### src/design/mpsr_pkg.sv
package mpsr_pkg;

   localparam int FIELD_BITS = 32;
   localparam logic [FIELD_BITS-1:0] MODULUS_RESET = 32'd998244353;
   localparam int SEARCH_LIMIT = 1024;
   localparam int TRY_BITS = 11;
   localparam int OPERAND_STEPS = 32;
   localparam int RCNT_BITS = 6;

   // datapath micro-operations
   localparam logic [4:0] DP_NOP      = 5'd0;
   localparam logic [4:0] DP_LOAD     = 5'd1;
   localparam logic [4:0] DP_RED_STEP = 5'd2;
   localparam logic [4:0] DP_POW_INIT = 5'd3;
   localparam logic [4:0] DP_MUL      = 5'd4;
   localparam logic [4:0] DP_WB_ACC   = 5'd5;
   localparam logic [4:0] DP_WB_BASE  = 5'd6;
   localparam logic [4:0] DP_S_INIT   = 5'd7;
   localparam logic [4:0] DP_S_STEP   = 5'd8;
   localparam logic [4:0] DP_Z_INIT   = 5'd9;
   localparam logic [4:0] DP_Z_NEXT   = 5'd10;
   localparam logic [4:0] DP_Z_FOUND  = 5'd11;
   localparam logic [4:0] DP_C_SET    = 5'd12;
   localparam logic [4:0] DP_T_SET    = 5'd13;
   localparam logic [4:0] DP_R_SET    = 5'd14;
   localparam logic [4:0] DP_I_INIT   = 5'd15;
   localparam logic [4:0] DP_WB_TT    = 5'd16;
   localparam logic [4:0] DP_B_INIT   = 5'd17;
   localparam logic [4:0] DP_WB_B     = 5'd18;
   localparam logic [4:0] DP_MM_I     = 5'd19;
   localparam logic [4:0] DP_WB_C     = 5'd20;
   localparam logic [4:0] DP_WB_T     = 5'd21;
   localparam logic [4:0] DP_WB_R     = 5'd22;
   localparam logic [4:0] DP_FIN_POW  = 5'd23;
   localparam logic [4:0] DP_FIN_ROOT = 5'd24;
   localparam logic [4:0] DP_FIN_NONE = 5'd25;

   // power base sources
   localparam logic [1:0] BASE_N    = 2'd0;
   localparam logic [1:0] BASE_CAND = 2'd1;
   localparam logic [1:0] BASE_Z    = 2'd2;

   // power exponent sources
   localparam logic [2:0] EXP_IN   = 3'd0;
   localparam logic [2:0] EXP_P4   = 3'd1;
   localparam logic [2:0] EXP_PM1H = 3'd2;
   localparam logic [2:0] EXP_Q    = 3'd3;
   localparam logic [2:0] EXP_QH   = 3'd4;

   // multiplier operand sources
   localparam logic [2:0] MSRC_ACC  = 3'd0;
   localparam logic [2:0] MSRC_BASE = 3'd1;
   localparam logic [2:0] MSRC_TT   = 3'd2;
   localparam logic [2:0] MSRC_B    = 3'd3;
   localparam logic [2:0] MSRC_C    = 3'd4;
   localparam logic [2:0] MSRC_T    = 3'd5;
   localparam logic [2:0] MSRC_R    = 3'd6;

   // root sources
   localparam logic [1:0] ROOT_ZERO = 2'd0;
   localparam logic [1:0] ROOT_ACC  = 2'd1;
   localparam logic [1:0] ROOT_R    = 2'd2;

   typedef struct packed {
      logic [4:0] op;
      logic [1:0] base_sel;
      logic [2:0] exp_sel;
      logic [2:0] ma_sel;
      logic [2:0] mb_sel;
      logic [1:0] root_sel;
   } dp_cmd_type;

   typedef struct packed {
      logic red_done;
      logic p_lt2;
      logic p_mod4_3;
      logic op_sqrt;
      logic n_zero;
      logic e_zero;
      logic e_lsb;
      logic mul_done;
      logic mul_eq_n;
      logic q_even_nz;
      logic cand_ok;
      logic acc_eq_pm1;
      logic t_zero;
      logic t_one;
      logic tt_one;
      logic i_lt_mm;
      logic j_cond;
   } dp_sts_type;

endpackage

### src/design/mpsr_mulmod.sv
module mpsr_mulmod #(
   parameter int PW = 32
) (
   input  logic          clock,
   input  logic          reset,
   input  logic          start,
   input  logic [PW-1:0] a,
   input  logic [PW-1:0] b,
   input  logic [PW-1:0] m,
   output logic          done,
   output logic [PW-1:0] y
);

   logic          busy_ff, busy_in;
   logic [PW-1:0] acc_ff, acc_in;
   logic [PW-1:0] aa_ff, aa_in;
   logic [PW-1:0] bb_ff, bb_in;

   // modular add for operands below m
   function automatic logic [PW-1:0] add_m(input logic [PW-1:0] x, input logic [PW-1:0] z,
                                          input logic [PW-1:0] mm);
      logic [PW-1:0] gap;
      gap = mm - z;
      return (x >= gap) ? (x - gap) : (x + z);
   endfunction

   assign done = busy_ff && (bb_ff == '0);
   assign y    = acc_ff;

   // shift-and-add, one multiplier bit per cycle
   always_comb begin
      busy_in = busy_ff;
      acc_in  = acc_ff;
      aa_in   = aa_ff;
      bb_in   = bb_ff;
      if (start) begin
         busy_in = 1'b1;
         acc_in  = '0;
         aa_in   = a;
         bb_in   = b;
      end else if (busy_ff) begin
         if (bb_ff == '0) begin
            busy_in = 1'b0;
         end else begin
            if (bb_ff[0]) acc_in = add_m(acc_ff, aa_ff, m);
            aa_in = add_m(aa_ff, aa_ff, m);
            bb_in = bb_ff >> 1;
         end
      end
   end

   always_ff @(posedge clock) begin
      if (reset) begin
         busy_ff <= 1'b0;
      end else begin
         busy_ff <= busy_in;
      end
      acc_ff <= acc_in;
      aa_ff  <= aa_in;
      bb_ff  <= bb_in;
   end

endmodule

### src/design/mpsr_dp.sv
module mpsr_dp #(
   parameter int MOD_BITS = 32,
   parameter int EXP_BITS = 63
) (
   input  logic                                  clock,
   input  logic                                  reset,
   input  mpsr_pkg::dp_cmd_type                  cmd,
   output mpsr_pkg::dp_sts_type                  sts,
   input  logic                                  csr_valid,
   input  logic [mpsr_pkg::FIELD_BITS-1:0]       csr_data,
   input  logic                                  req_op,
   input  logic [mpsr_pkg::FIELD_BITS-1:0]       req_operand,
   input  logic [EXP_BITS-1:0]                   req_exponent,
   output logic [mpsr_pkg::FIELD_BITS-1:0]       rsp_value,
   output logic [mpsr_pkg::FIELD_BITS-1:0]       rsp_other_root,
   output logic [1:0]                            rsp_root_count,
   output logic                                  rsp_no_root
);

   localparam int PW = (MOD_BITS < mpsr_pkg::FIELD_BITS) ? MOD_BITS : mpsr_pkg::FIELD_BITS;
   localparam int EW = (EXP_BITS > PW) ? EXP_BITS : PW;
   localparam int CW = $clog2(PW + 1);
   localparam int FB = mpsr_pkg::FIELD_BITS;
   localparam int RB = mpsr_pkg::RCNT_BITS;
   localparam int TB = mpsr_pkg::TRY_BITS;

   logic [FB-1:0] mod_ff;
   logic [PW-1:0] p_ff, p_in;
   logic          op_ff, op_in;
   logic [FB-1:0] sh_ff, sh_in;
   logic [RB-1:0] rcnt_ff, rcnt_in;
   logic [PW-1:0] n_ff, n_in, acc_ff, acc_in, base_ff, base_in;
   logic [EW-1:0] e_ff, e_in;
   logic [CW-1:0] s_ff, s_in, mm_ff, mm_in, i_ff, i_in, j_ff, j_in;
   logic [PW-1:0] q_ff, q_in, z_ff, z_in, cand_ff, cand_in;
   logic [TB-1:0] tries_ff, tries_in;
   logic [PW-1:0] c_ff, c_in, t_ff, t_in, r_ff, r_in, tt_ff, tt_in, b_ff, b_in;
   logic [FB-1:0] val_ff, val_in, oth_ff, oth_in;
   logic [1:0]    cnt_ff, cnt_in;
   logic          none_ff, none_in;

   logic          mul_start, mul_done;
   logic [PW-1:0] mul_a, mul_b, mul_y;
   logic [PW:0]   red_sum;
   logic [PW-1:0] pow_base, root, neg;
   logic [EW-1:0] pow_exp;
   logic [CW:0]   j_sum;

   function automatic logic [PW-1:0] msrc(input logic [2:0] sel, input logic [PW-1:0] acc,
                                          input logic [PW-1:0] base, input logic [PW-1:0] tt,
                                          input logic [PW-1:0] b, input logic [PW-1:0] c,
                                          input logic [PW-1:0] t, input logic [PW-1:0] r);
      logic [PW-1:0] v;
      case (sel)
         mpsr_pkg::MSRC_ACC:  v = acc;
         mpsr_pkg::MSRC_BASE: v = base;
         mpsr_pkg::MSRC_TT:   v = tt;
         mpsr_pkg::MSRC_B:    v = b;
         mpsr_pkg::MSRC_C:    v = c;
         mpsr_pkg::MSRC_T:    v = t;
         mpsr_pkg::MSRC_R:    v = r;
         default:             v = acc;
      endcase
      return v;
   endfunction

   assign mul_start = (cmd.op == mpsr_pkg::DP_MUL);
   assign mul_a = msrc(cmd.ma_sel, acc_ff, base_ff, tt_ff, b_ff, c_ff, t_ff, r_ff);
   assign mul_b = msrc(cmd.mb_sel, acc_ff, base_ff, tt_ff, b_ff, c_ff, t_ff, r_ff);

   mpsr_mulmod #(.PW(PW)) u_mul (
      .clock (clock),
      .reset (reset),
      .start (mul_start),
      .a     (mul_a),
      .b     (mul_b),
      .m     (p_ff),
      .done  (mul_done),
      .y     (mul_y)
   );

   // operand reduction step: shift in one operand bit, fold below p
   assign red_sum = {n_ff, sh_ff[FB-1]};

   always_comb begin
      case (cmd.base_sel)
         mpsr_pkg::BASE_N:    pow_base = n_ff;
         mpsr_pkg::BASE_CAND: pow_base = cand_ff;
         mpsr_pkg::BASE_Z:    pow_base = z_ff;
         default:             pow_base = n_ff;
      endcase
      case (cmd.exp_sel)
         mpsr_pkg::EXP_IN:   pow_exp = e_ff;
         mpsr_pkg::EXP_P4:   pow_exp = EW'((p_ff >> 2) + PW'(1));
         mpsr_pkg::EXP_PM1H: pow_exp = EW'((p_ff - PW'(1)) >> 1);
         mpsr_pkg::EXP_Q:    pow_exp = EW'(q_ff);
         mpsr_pkg::EXP_QH:   pow_exp = EW'((q_ff >> 1) + PW'(1));
         default:            pow_exp = e_ff;
      endcase
      case (cmd.root_sel)
         mpsr_pkg::ROOT_ZERO: root = '0;
         mpsr_pkg::ROOT_ACC:  root = acc_ff;
         mpsr_pkg::ROOT_R:    root = r_ff;
         default:             root = '0;
      endcase
      neg = (root == '0) ? '0 : (p_ff - root);
   end

   // execute the micro-operation
   always_comb begin
      p_in = p_ff; op_in = op_ff; sh_in = sh_ff; rcnt_in = rcnt_ff;
      n_in = n_ff; acc_in = acc_ff; base_in = base_ff; e_in = e_ff;
      s_in = s_ff; mm_in = mm_ff; i_in = i_ff; j_in = j_ff;
      q_in = q_ff; z_in = z_ff; cand_in = cand_ff; tries_in = tries_ff;
      c_in = c_ff; t_in = t_ff; r_in = r_ff; tt_in = tt_ff; b_in = b_ff;
      val_in = val_ff; oth_in = oth_ff; cnt_in = cnt_ff; none_in = none_ff;
      case (cmd.op)
         mpsr_pkg::DP_LOAD: begin
            p_in    = PW'(mod_ff);
            op_in   = req_op;
            sh_in   = req_operand;
            rcnt_in = '0;
            n_in    = '0;
            e_in    = EW'(req_exponent);
         end
         mpsr_pkg::DP_RED_STEP: begin
            n_in    = (red_sum >= {1'b0, p_ff}) ? PW'(red_sum - {1'b0, p_ff}) : PW'(red_sum);
            sh_in   = sh_ff << 1;
            rcnt_in = rcnt_ff + RB'(1);
         end
         mpsr_pkg::DP_POW_INIT: begin
            acc_in  = PW'(1);
            base_in = pow_base;
            e_in    = pow_exp;
         end
         mpsr_pkg::DP_WB_ACC:  acc_in = mul_y;
         mpsr_pkg::DP_WB_BASE: begin
            base_in = mul_y;
            e_in    = e_ff >> 1;
         end
         mpsr_pkg::DP_S_INIT: begin
            s_in = '0;
            q_in = p_ff - PW'(1);
         end
         mpsr_pkg::DP_S_STEP: begin
            q_in = q_ff >> 1;
            s_in = s_ff + CW'(1);
         end
         mpsr_pkg::DP_Z_INIT: begin
            z_in     = '0;
            cand_in  = PW'(2);
            tries_in = '0;
         end
         mpsr_pkg::DP_Z_NEXT: begin
            cand_in  = cand_ff + PW'(1);
            tries_in = tries_ff + TB'(1);
         end
         mpsr_pkg::DP_Z_FOUND: z_in = cand_ff;
         mpsr_pkg::DP_C_SET: begin
            c_in  = acc_ff;
            mm_in = s_ff;
         end
         mpsr_pkg::DP_T_SET: t_in = acc_ff;
         mpsr_pkg::DP_R_SET: r_in = acc_ff;
         mpsr_pkg::DP_I_INIT: begin
            i_in  = '0;
            tt_in = t_ff;
         end
         mpsr_pkg::DP_WB_TT: begin
            tt_in = mul_y;
            i_in  = i_ff + CW'(1);
         end
         mpsr_pkg::DP_B_INIT: begin
            b_in = c_ff;
            j_in = '0;
         end
         mpsr_pkg::DP_WB_B: begin
            b_in = mul_y;
            j_in = j_ff + CW'(1);
         end
         mpsr_pkg::DP_MM_I: mm_in = i_ff;
         mpsr_pkg::DP_WB_C: c_in = mul_y;
         mpsr_pkg::DP_WB_T: t_in = mul_y;
         mpsr_pkg::DP_WB_R: r_in = mul_y;
         mpsr_pkg::DP_FIN_POW: begin
            val_in  = FB'(acc_ff);
            oth_in  = '0;
            cnt_in  = 2'd1;
            none_in = 1'b0;
         end
         mpsr_pkg::DP_FIN_ROOT: begin
            val_in  = FB'(root);
            oth_in  = FB'(neg);
            cnt_in  = (root == neg) ? 2'd1 : 2'd2;
            none_in = 1'b0;
         end
         mpsr_pkg::DP_FIN_NONE: begin
            val_in  = '0;
            oth_in  = '0;
            cnt_in  = 2'd0;
            none_in = 1'b1;
         end
         default: ;
      endcase
   end

   // status back to the controller
   assign j_sum = {1'b0, j_ff} + {1'b0, i_ff} + (CW+1)'(1);

   always_comb begin
      sts.red_done   = (rcnt_ff == RB'(mpsr_pkg::OPERAND_STEPS));
      sts.p_lt2      = (p_ff < PW'(2));
      sts.p_mod4_3   = (p_ff[1:0] == 2'b11);
      sts.op_sqrt    = op_ff;
      sts.n_zero     = (n_ff == '0);
      sts.e_zero     = (e_ff == '0);
      sts.e_lsb      = e_ff[0];
      sts.mul_done   = mul_done;
      sts.mul_eq_n   = (mul_y == n_ff);
      sts.q_even_nz  = !q_ff[0] && (q_ff != '0);
      sts.cand_ok    = (cand_ff < p_ff) && (tries_ff < TB'(mpsr_pkg::SEARCH_LIMIT));
      sts.acc_eq_pm1 = (acc_ff == (p_ff - PW'(1)));
      sts.t_zero     = (t_ff == '0);
      sts.t_one      = (t_ff == PW'(1));
      sts.tt_one     = (tt_ff == PW'(1));
      sts.i_lt_mm    = (i_ff < mm_ff);
      sts.j_cond     = (j_sum < {1'b0, mm_ff});
   end

   assign rsp_value      = val_ff;
   assign rsp_other_root = oth_ff;
   assign rsp_root_count = cnt_ff;
   assign rsp_no_root    = none_ff;

   always_ff @(posedge clock) begin
      if (reset) begin
         mod_ff <= mpsr_pkg::MODULUS_RESET;
      end else if (csr_valid) begin
         mod_ff <= csr_data;
      end
      p_ff <= p_in; op_ff <= op_in; sh_ff <= sh_in; rcnt_ff <= rcnt_in;
      n_ff <= n_in; acc_ff <= acc_in; base_ff <= base_in; e_ff <= e_in;
      s_ff <= s_in; mm_ff <= mm_in; i_ff <= i_in; j_ff <= j_in;
      q_ff <= q_in; z_ff <= z_in; cand_ff <= cand_in; tries_ff <= tries_in;
      c_ff <= c_in; t_ff <= t_in; r_ff <= r_in; tt_ff <= tt_in; b_ff <= b_in;
      val_ff <= val_in; oth_ff <= oth_in; cnt_ff <= cnt_in; none_ff <= none_in;
   end

endmodule

### src/design/mpsr_ctrl.sv
module mpsr_ctrl (
   input  logic                 clock,
   input  logic                 reset,
   input  logic                 start,
   output logic                 busy,
   output logic                 rsp_valid,
   output mpsr_pkg::dp_cmd_type cmd,
   input  mpsr_pkg::dp_sts_type sts
);

   localparam logic [5:0] S_IDLE  = 6'd0;
   localparam logic [5:0] S_RED   = 6'd1;
   localparam logic [5:0] S_DISP  = 6'd2;
   localparam logic [5:0] S_PW_CHK = 6'd3;
   localparam logic [5:0] S_PW_WA = 6'd4;
   localparam logic [5:0] S_PW_SQ = 6'd5;
   localparam logic [5:0] S_PW_WB = 6'd6;
   localparam logic [5:0] S_FP    = 6'd7;
   localparam logic [5:0] S_SQ3A  = 6'd8;
   localparam logic [5:0] S_SQ3W  = 6'd9;
   localparam logic [5:0] S_S_LP  = 6'd10;
   localparam logic [5:0] S_Z_LP  = 6'd11;
   localparam logic [5:0] S_Z_CHK = 6'd12;
   localparam logic [5:0] S_TS_C  = 6'd13;
   localparam logic [5:0] S_TS_C2 = 6'd14;
   localparam logic [5:0] S_TS_T  = 6'd15;
   localparam logic [5:0] S_TS_T2 = 6'd16;
   localparam logic [5:0] S_TS_R  = 6'd17;
   localparam logic [5:0] S_TS_R2 = 6'd18;
   localparam logic [5:0] S_LOOP  = 6'd19;
   localparam logic [5:0] S_I_LP  = 6'd20;
   localparam logic [5:0] S_I_W   = 6'd21;
   localparam logic [5:0] S_B_LP  = 6'd22;
   localparam logic [5:0] S_B_W   = 6'd23;
   localparam logic [5:0] S_C_S   = 6'd24;
   localparam logic [5:0] S_C_W   = 6'd25;
   localparam logic [5:0] S_T_S   = 6'd26;
   localparam logic [5:0] S_T_W   = 6'd27;
   localparam logic [5:0] S_R_S   = 6'd28;
   localparam logic [5:0] S_R_W   = 6'd29;
   localparam logic [5:0] S_OUT   = 6'd30;

   logic [5:0] state_ff, state_in;
   logic [5:0] ret_ff, ret_in;

   assign busy      = (state_ff != S_IDLE);
   assign rsp_valid = (state_ff == S_OUT);

   always_comb begin
      state_in     = state_ff;
      ret_in       = ret_ff;
      cmd          = '0;
      cmd.op       = mpsr_pkg::DP_NOP;
      case (state_ff)
         S_IDLE: begin
            if (start) begin
               cmd.op   = mpsr_pkg::DP_LOAD;
               state_in = S_RED;
            end
         end
         S_RED: begin
            if (sts.red_done) state_in = S_DISP;
            else cmd.op = mpsr_pkg::DP_RED_STEP;
         end
         // pick the operation once the operand sits below p
         S_DISP: begin
            if (sts.p_lt2 || (sts.op_sqrt && sts.n_zero)) begin
               cmd.op       = mpsr_pkg::DP_FIN_ROOT;
               cmd.root_sel = mpsr_pkg::ROOT_ZERO;
               state_in     = S_OUT;
            end else if (!sts.op_sqrt) begin
               cmd.op       = mpsr_pkg::DP_POW_INIT;
               cmd.base_sel = mpsr_pkg::BASE_N;
               cmd.exp_sel  = mpsr_pkg::EXP_IN;
               ret_in       = S_FP;
               state_in     = S_PW_CHK;
            end else if (sts.p_mod4_3) begin
               cmd.op       = mpsr_pkg::DP_POW_INIT;
               cmd.base_sel = mpsr_pkg::BASE_N;
               cmd.exp_sel  = mpsr_pkg::EXP_P4;
               ret_in       = S_SQ3A;
               state_in     = S_PW_CHK;
            end else begin
               cmd.op   = mpsr_pkg::DP_S_INIT;
               state_in = S_S_LP;
            end
         end
         // power loop: multiply on a set bit, then square
         S_PW_CHK: begin
            if (sts.e_zero) begin
               state_in = ret_ff;
            end else if (sts.e_lsb) begin
               cmd.op     = mpsr_pkg::DP_MUL;
               cmd.ma_sel = mpsr_pkg::MSRC_ACC;
               cmd.mb_sel = mpsr_pkg::MSRC_BASE;
               state_in   = S_PW_WA;
            end else begin
               cmd.op     = mpsr_pkg::DP_MUL;
               cmd.ma_sel = mpsr_pkg::MSRC_BASE;
               cmd.mb_sel = mpsr_pkg::MSRC_BASE;
               state_in   = S_PW_WB;
            end
         end
         S_PW_WA: begin
            if (sts.mul_done) begin
               cmd.op   = mpsr_pkg::DP_WB_ACC;
               state_in = S_PW_SQ;
            end
         end
         S_PW_SQ: begin
            cmd.op     = mpsr_pkg::DP_MUL;
            cmd.ma_sel = mpsr_pkg::MSRC_BASE;
            cmd.mb_sel = mpsr_pkg::MSRC_BASE;
            state_in   = S_PW_WB;
         end
         S_PW_WB: begin
            if (sts.mul_done) begin
               cmd.op   = mpsr_pkg::DP_WB_BASE;
               state_in = S_PW_CHK;
            end
         end
         S_FP: begin
            cmd.op   = mpsr_pkg::DP_FIN_POW;
            state_in = S_OUT;
         end
         // p = 3 mod 4: square the candidate and compare
         S_SQ3A: begin
            cmd.op     = mpsr_pkg::DP_MUL;
            cmd.ma_sel = mpsr_pkg::MSRC_ACC;
            cmd.mb_sel = mpsr_pkg::MSRC_ACC;
            state_in   = S_SQ3W;
         end
         S_SQ3W: begin
            if (sts.mul_done) begin
               if (sts.mul_eq_n) begin
                  cmd.op       = mpsr_pkg::DP_FIN_ROOT;
                  cmd.root_sel = mpsr_pkg::ROOT_ACC;
               end else begin
                  cmd.op = mpsr_pkg::DP_FIN_NONE;
               end
               state_in = S_OUT;
            end
         end
         // strip twos from p - 1
         S_S_LP: begin
            if (sts.q_even_nz) begin
               cmd.op = mpsr_pkg::DP_S_STEP;
            end else begin
               cmd.op   = mpsr_pkg::DP_Z_INIT;
               state_in = S_Z_LP;
            end
         end
         // non-residue search
         S_Z_LP: begin
            if (sts.cand_ok) begin
               cmd.op       = mpsr_pkg::DP_POW_INIT;
               cmd.base_sel = mpsr_pkg::BASE_CAND;
               cmd.exp_sel  = mpsr_pkg::EXP_PM1H;
               ret_in       = S_Z_CHK;
               state_in     = S_PW_CHK;
            end else begin
               state_in = S_TS_C;
            end
         end
         S_Z_CHK: begin
            if (sts.acc_eq_pm1) begin
               cmd.op   = mpsr_pkg::DP_Z_FOUND;
               state_in = S_TS_C;
            end else begin
               cmd.op   = mpsr_pkg::DP_Z_NEXT;
               state_in = S_Z_LP;
            end
         end
         S_TS_C: begin
            cmd.op       = mpsr_pkg::DP_POW_INIT;
            cmd.base_sel = mpsr_pkg::BASE_Z;
            cmd.exp_sel  = mpsr_pkg::EXP_Q;
            ret_in       = S_TS_C2;
            state_in     = S_PW_CHK;
         end
         S_TS_C2: begin
            cmd.op   = mpsr_pkg::DP_C_SET;
            state_in = S_TS_T;
         end
         S_TS_T: begin
            cmd.op       = mpsr_pkg::DP_POW_INIT;
            cmd.base_sel = mpsr_pkg::BASE_N;
            cmd.exp_sel  = mpsr_pkg::EXP_Q;
            ret_in       = S_TS_T2;
            state_in     = S_PW_CHK;
         end
         S_TS_T2: begin
            cmd.op   = mpsr_pkg::DP_T_SET;
            state_in = S_TS_R;
         end
         S_TS_R: begin
            cmd.op       = mpsr_pkg::DP_POW_INIT;
            cmd.base_sel = mpsr_pkg::BASE_N;
            cmd.exp_sel  = mpsr_pkg::EXP_QH;
            ret_in       = S_TS_R2;
            state_in     = S_PW_CHK;
         end
         S_TS_R2: begin
            cmd.op   = mpsr_pkg::DP_R_SET;
            state_in = S_LOOP;
         end
         // main Tonelli-Shanks iteration
         S_LOOP: begin
            if (sts.t_zero) begin
               cmd.op       = mpsr_pkg::DP_FIN_ROOT;
               cmd.root_sel = mpsr_pkg::ROOT_ZERO;
               state_in     = S_OUT;
            end else if (sts.t_one) begin
               cmd.op       = mpsr_pkg::DP_FIN_ROOT;
               cmd.root_sel = mpsr_pkg::ROOT_R;
               state_in     = S_OUT;
            end else begin
               cmd.op   = mpsr_pkg::DP_I_INIT;
               state_in = S_I_LP;
            end
         end
         S_I_LP: begin
            if (!sts.tt_one && sts.i_lt_mm) begin
               cmd.op     = mpsr_pkg::DP_MUL;
               cmd.ma_sel = mpsr_pkg::MSRC_TT;
               cmd.mb_sel = mpsr_pkg::MSRC_TT;
               state_in   = S_I_W;
            end else if (!sts.i_lt_mm) begin
               cmd.op   = mpsr_pkg::DP_FIN_NONE;
               state_in = S_OUT;
            end else begin
               cmd.op   = mpsr_pkg::DP_B_INIT;
               state_in = S_B_LP;
            end
         end
         S_I_W: begin
            if (sts.mul_done) begin
               cmd.op   = mpsr_pkg::DP_WB_TT;
               state_in = S_I_LP;
            end
         end
         S_B_LP: begin
            if (sts.j_cond) begin
               cmd.op     = mpsr_pkg::DP_MUL;
               cmd.ma_sel = mpsr_pkg::MSRC_B;
               cmd.mb_sel = mpsr_pkg::MSRC_B;
               state_in   = S_B_W;
            end else begin
               cmd.op   = mpsr_pkg::DP_MM_I;
               state_in = S_C_S;
            end
         end
         S_B_W: begin
            if (sts.mul_done) begin
               cmd.op   = mpsr_pkg::DP_WB_B;
               state_in = S_B_LP;
            end
         end
         S_C_S: begin
            cmd.op     = mpsr_pkg::DP_MUL;
            cmd.ma_sel = mpsr_pkg::MSRC_B;
            cmd.mb_sel = mpsr_pkg::MSRC_B;
            state_in   = S_C_W;
         end
         S_C_W: begin
            if (sts.mul_done) begin
               cmd.op   = mpsr_pkg::DP_WB_C;
               state_in = S_T_S;
            end
         end
         S_T_S: begin
            cmd.op     = mpsr_pkg::DP_MUL;
            cmd.ma_sel = mpsr_pkg::MSRC_T;
            cmd.mb_sel = mpsr_pkg::MSRC_C;
            state_in   = S_T_W;
         end
         S_T_W: begin
            if (sts.mul_done) begin
               cmd.op   = mpsr_pkg::DP_WB_T;
               state_in = S_R_S;
            end
         end
         S_R_S: begin
            cmd.op     = mpsr_pkg::DP_MUL;
            cmd.ma_sel = mpsr_pkg::MSRC_R;
            cmd.mb_sel = mpsr_pkg::MSRC_B;
            state_in   = S_R_W;
         end
         S_R_W: begin
            if (sts.mul_done) begin
               cmd.op   = mpsr_pkg::DP_WB_R;
               state_in = S_LOOP;
            end
         end
         S_OUT: state_in = S_IDLE;
         default: state_in = S_IDLE;
      endcase
   end

   always_ff @(posedge clock) begin
      if (reset) begin
         state_ff <= S_IDLE;
         ret_ff   <= S_IDLE;
      end else begin
         state_ff <= state_in;
         ret_ff   <= ret_in;
      end
   end

endmodule

### src/design/modular_pow_and_square_root_core.sv
// Modular power and modular square root over a prime held in a register.
// Command channel: drive req_op, req_operand and req_exponent with start high;
// the transaction is taken at the edge where start is high and busy is low.
// req_op 0 raises the operand to the exponent, req_op 1 finds a square root
// (p mod 4 = 3 by the (p+1)/4 power, otherwise Tonelli-Shanks).
// Result: rsp_value, rsp_other_root, rsp_root_count and rsp_no_root are shown
// for exactly one cycle with rsp_valid high; the receiver cannot stall, so
// the result must be captured in that cycle. busy stays high from accept to
// the strobe cycle; one transaction is in flight at a time.
// Configuration: csr_data is written to the modulus when csr_valid is high
// (csr_ready is always high); write only while busy is low.
// Operand reduction shifts in one operand bit per cycle; modular multiplies
// then run in the shift-and-add unit, one multiplier bit per cycle, ending
// once the remaining multiplier bits (at most MOD_BITS) are zero. A power does
// one multiply per exponent bit plus one per set bit. Tonelli-Shanks adds the
// non-residue search and the order loops: several such powers and multiplies.
// Reset restores the modulus to 998244353 and returns the sequencer to idle.
module modular_pow_and_square_root_core #(
   parameter int MOD_BITS = 32,
   parameter int EXP_BITS = 63
) (
   input  logic                            clock,
   input  logic                            reset,
   input  logic                            start,
   output logic                            busy,
   input  logic                            req_op,
   input  logic [mpsr_pkg::FIELD_BITS-1:0] req_operand,
   input  logic [EXP_BITS-1:0]             req_exponent,
   output logic                            rsp_valid,
   output logic [mpsr_pkg::FIELD_BITS-1:0] rsp_value,
   output logic [mpsr_pkg::FIELD_BITS-1:0] rsp_other_root,
   output logic [1:0]                      rsp_root_count,
   output logic                            rsp_no_root,
   input  logic                            csr_valid,
   output logic                            csr_ready,
   input  logic [mpsr_pkg::FIELD_BITS-1:0] csr_data
);

   mpsr_pkg::dp_cmd_type cmd;
   mpsr_pkg::dp_sts_type sts;

   assign csr_ready = 1'b1;

   mpsr_ctrl u_ctrl (
      .clock     (clock),
      .reset     (reset),
      .start     (start),
      .busy      (busy),
      .rsp_valid (rsp_valid),
      .cmd       (cmd),
      .sts       (sts)
   );

   mpsr_dp #(
      .MOD_BITS (MOD_BITS),
      .EXP_BITS (EXP_BITS)
   ) u_dp (
      .clock          (clock),
      .reset          (reset),
      .cmd            (cmd),
      .sts            (sts),
      .csr_valid      (csr_valid),
      .csr_data       (csr_data),
      .req_op         (req_op),
      .req_operand    (req_operand),
      .req_exponent   (req_exponent),
      .rsp_value      (rsp_value),
      .rsp_other_root (rsp_other_root),
      .rsp_root_count (rsp_root_count),
      .rsp_no_root    (rsp_no_root)
   );

endmodule

### config.mk
export PLATFORM = sky130hd
export DESIGN_NAME = modular_pow_and_square_root_core
export DESIGN_NICKNAME = d
export VERILOG_FILES = /design/src/design/mpsr_pkg.sv /design/src/design/mpsr_mulmod.sv /design/src/design/mpsr_dp.sv /design/src/design/mpsr_ctrl.sv /design/src/design/modular_pow_and_square_root_core.sv
export SDC_FILE = /design/constraint.sdc
export NUM_CORES = 2
export LEC_CHECK = 0
export BUFFER_PORTS_ARGS = -buffer_cell sky130_fd_sc_hd__buf_2
export CAP_MARGIN = 20
export CORE_MARGIN = 5
export CORE_UTILIZATION = 35
export CTS_BUF_LIST = sky130_fd_sc_hd__clkbuf_2
export DETAILED_ROUTE_END_ITERATION = 12
export GPL_TIMING_DRIVEN = 1
export SLEW_MARGIN = 20
export SYNTH_ARGS = -nofsm -noshare
export SYNTH_HDL_FRONTEND = slang
export SYNTH_SLANG_ARGS = --single-unit
### constraint.sdc
create_clock -name clock -period 16.5 [get_ports clock]
set_input_delay 0.825 -clock clock [delete_from_list [all_inputs] [get_ports clock]]
set_output_delay 0.825 -clock clock [all_outputs]
set_load 0.01 [all_outputs]
==> qor.yml <==
crit_arrival_ns: 9.25
cellPowerDensity_mw_per_mm2: 204.5
ys.flop_type: "edfxtp_1"
grt_usage_pct: 26.39
hold_path_depth: 4
cts-root-buf: "clkbuf_2"
fin_util_pct: 41.27
grt_max_degree: 91
synth.most_common_cell: "edfxtp_1"
port_buffers: 200
cts_buffers: 205
finClkSkew_ns: 0.1564
synth_nets: 5574
cap_viol_max_count: 0
area_growth_syn_to_layout_pct: 17.01
dieArea_mm2: 0.1505
avgSynthCellArea_um2: 9.663
hold_end: "u_dp.e_ff[27]$_DFFE_PP_"
route.detailed.drc: 0
drt-pass1-iter-count: 9
yosys_warnings: 0
clk_pin_slew_worst_paths_ns: 0.14
relSlewSlack_pct: 17.67
ys_seq_area_share_pct: 42.16
postRouteAntennaNets: 0
totalNegativeSetupSlack_ns: 0
timing.critical_path.buf_inv: 3
yosysUniqueCellTypes: 96
cp_slowest_cell: "nor4_2"
synth_edf_count: 652
htreeDepth: 4
hold_buffers: 310
place.gp.congestion: 0.9903
synth-seq-cells: 727
coreArea_mm2: 0.1418
setup-violations-final: 0
die_y_um: 388.0
hold_viol: 0
routedWlPerCell_um: 26.76
cp_cell_sequence: "nor4_1 -> nand2_1 -> nor4_2 -> and3_1 -> nand2_1 -> inv_1 -> ha_1 -> buf_4 -> a22oi_1 -> nor2_1 -> inv_1 -> ha_1 -> a21oi_1 -> o21ai_0 -> o41ai_1 -> o21ai_0 -> xnor2_1 -> a2111oi_0 -> o2111ai_1 -> and4b_1 -> o2111ai_1 -> o31ai_1"
worst_pin_slew_ns: 1.225
grt_pass1_wl_um: 298900
io_pins: 202
final_max_slew_viol_count: 0
worst_r2r_path_depth: 22
num_vias: 46340
post_cts_buffers: 0
cts_tree: "built"
largest_reg_flops: 63
clock_latency_ns: 1.66
fmax_mhz: 126.7
ctsLongestPathBuffers: 3
period_share_pct: 47.82
rsz0062_at_grt: "false"
r2r_slack_ns: 8.61
drt-total-wl_um: 208300
layout.nets: 6117
fillers: 13830
worstReg2RegStart: "u_dp.t_ff[13]$_DFFE_PP_"
ys_async_sr_fraction_pct: 0
netlist.area_leader.share_pct: 39.16
regMostFlops: "u_dp.e_ff"
criticalPathCategory: "flip-flop to flip-flop"
clock_sinks: 727
max-vdd-ir-drop_v: 0.0002979
grt_pass1_vias: 43970
reg2reg_to: "u_dp.rsp_root_count[0]$_DFFE_PP_"
drive_gt1_share_pct: 16.65
post-route-min-period_ns: 7.890
drt_iter0_drc: 6583
crit_family: "simple AND/OR/NAND/NOR gates"
crit_required_ns: 17.86
start_util_pct: 35.27
outcome: "finished clean"
max_stage_delay_ns: 0.92
fp-row-count: 138
die_w_um: 388.0
netlist.top_cell.by_area: "edfxtp_1"
synthTopCellsByArea: "edfxtp_1 39%, ha_1 6.5%, mux2_2 4.6%, xnor2_1 4.2%, nor2_1 4.0%"
start_kind: "flip-flop"
via_per_inst: 5.952
crit_fanout: 32
cp-end-kind: "flip-flop"
antenna_found_initial: 17
cts_resized: 0
leakage_nw: 22.27
hp-class: "input pin to flip-flop"
synth_area_mm2: 0.05000
synth_common_cells: "652 x edfxtp_1, 532 x nor2_1, 410 x nand2_1"
hp-start: "req_exponent[27]"
dpl.hpwl_um: 146500
overflow: 0
netlist_instances: 5174
-- report_power, final --
group	total [mW]	switching (mW)	internal [mW]
registers	3.24	0.485	2.76
logic	7.30	4.54	2.76
clock network	1.42	0.866	0.555
-- worst reg2reg max path: stages, from the launching register on --
cell and delay, ns:
edfxtp_1 0.44, nor4_1 0.43, nand2_1 0.21, nor4_2 0.92, and3_1 0.51, nand2_1 0.14, inv_1 0.08, ha_1 0.13
buf_4 0.32, a22oi_1 0.13, nor2_1 0.54, inv_1 0.18, ha_1 0.37, a21oi_1 0.25, o21ai_0 0.27, o41ai_1 0.70
o21ai_0 0.23, xnor2_1 0.20, a2111oi_0 0.44, o2111ai_1 0.22, and4b_1 0.35, o2111ai_1 0.23, o31ai_1 0.35
-- placed cells by master, fill, tap and decap left out, types with 33 or more instances in the layout --
| cell | synthesis | layout |
|---|---|---|
| buf_4 | 2 | 141 |
| a21oi_1 | 392 | 389 |
| nand4_1 | 101 | 101 |
| o211ai_1 | 48 | 48 |
| and3_1 | 43 | 42 |
| nor3_1 | 89 | 83 |
| a222oi_1 | 65 | 65 |
| o21a_1 | 36 | 36 |
| edfxtp_1 | 652 | 652 |
| mux2_2 | 204 | 204 |
| xor2_1 | 114 | 114 |
| nand2_1 | 410 | 409 |
| clkinv_1 | 3 | 39 |
| nand2b_1 | 34 | 33 |
| o21ai_0 | 211 | 210 |
| nor4_1 | 86 | 80 |
| dlygate4sd3_1 | 0 | 310 |
| a22oi_1 | 73 | 73 |
| dfxtp_1 | 75 | 75 |
| inv_1 | 192 | 192 |
| mux2i_1 | 102 | 102 |
| nand3_1 | 173 | 168 |
| nor2_1 | 532 | 527 |
| a21o_1 | 103 | 103 |
| clkbuf_2 | 0 | 314 |
| xnor2_1 | 237 | 236 |
| a211oi_1 | 54 | 54 |
| ha_1 | 261 | 260 |
| a22o_1 | 33 | 33 |
| and2_1 | 89 | 88 |
| buf_2 | 21 | 200 |
-- per-stage QoR --
step	total power, mW	area, um^2	worst slack [ns]	cells	hold slack, ns
6_report	11.96	58500	8.610	7786	0.1965
5_1_grt	12.69	58500	8.423	7783	0.07172
4_1_cts	11.80	58440	8.979	7770	0.02825
3_5_place_dp	10.28	53440	9.170	7089	0.4162
3_3_place_gp	10.23	53400	9.189	7088	0.4123
2_1_floorplan	8.168	50000	9.054	5174	0.4076
-- how the worst max path moves through the flow --
stage	startpoint	to	cells past startpoint
2_1_floorplan	u_dp.i_ff[1]$_SDFFCE_PN0P_	u_dp.n_ff[0]$_SDFFCE_PN0P_	17
3_3_place_gp	u_ctrl.state_ff[0]$_SDFFE_PP0P_	u_dp.rsp_root_count[0]$_DFFE_PP_	20
3_5_place_dp	u_dp.t_ff[12]$_DFFE_PP_	u_dp.rsp_root_count[0]$_DFFE_PP_	22
4_1_cts	u_dp.t_ff[13]$_DFFE_PP_	u_dp.rsp_root_count[0]$_DFFE_PP_	22
5_1_grt	u_ctrl.state_ff[0]$_SDFFE_PP0P_	u_dp.rsp_root_count[0]$_DFFE_PP_	21
6_report	u_dp.t_ff[13]$_DFFE_PP_	u_dp.rsp_root_count[0]$_DFFE_PP_	22
-- cell families after synthesis --
logic type                 share of synthesized area (%)
and+or+nand+nor                                    16.62
AOI/OAI and AO/OA                                  17.34
DFF                                                42.16
buffers and inverters                              3.957
xor gates and xnor gates                           6.464
muxes                                              6.637
adders and majority gates                          6.812
other                                           0.007500
-- routing by layer --
metal  vias to the layer above  track usage [%]  routed length [um]
met1                     22410            35.65               84760
met2                      2747            39.37               89020
met3                       554            5.336               20870
met5                         -                0                   0
li1                      20630                -                   -
met4                         0            15.05               13670
-- final cells by class --
class | instances | area, um^2 | area share (%)
multi-input cells | 3935 | 27180 | 46.46
flip-flops and latches | 727 | 21080 | 36.03
repair buffers | 653 | 5210 | 8.905
well taps | 1890 | 2365 | 4.042
clock buffers | 314 | 1572 | 2.686
inverters | 195 | 732.0 | 1.251
clock inverters | 57 | 327.8 | 0.5603
diodes | 15 | 37.54 | 0.06416
Note: power is estimated with default switching activity, not from simulation.
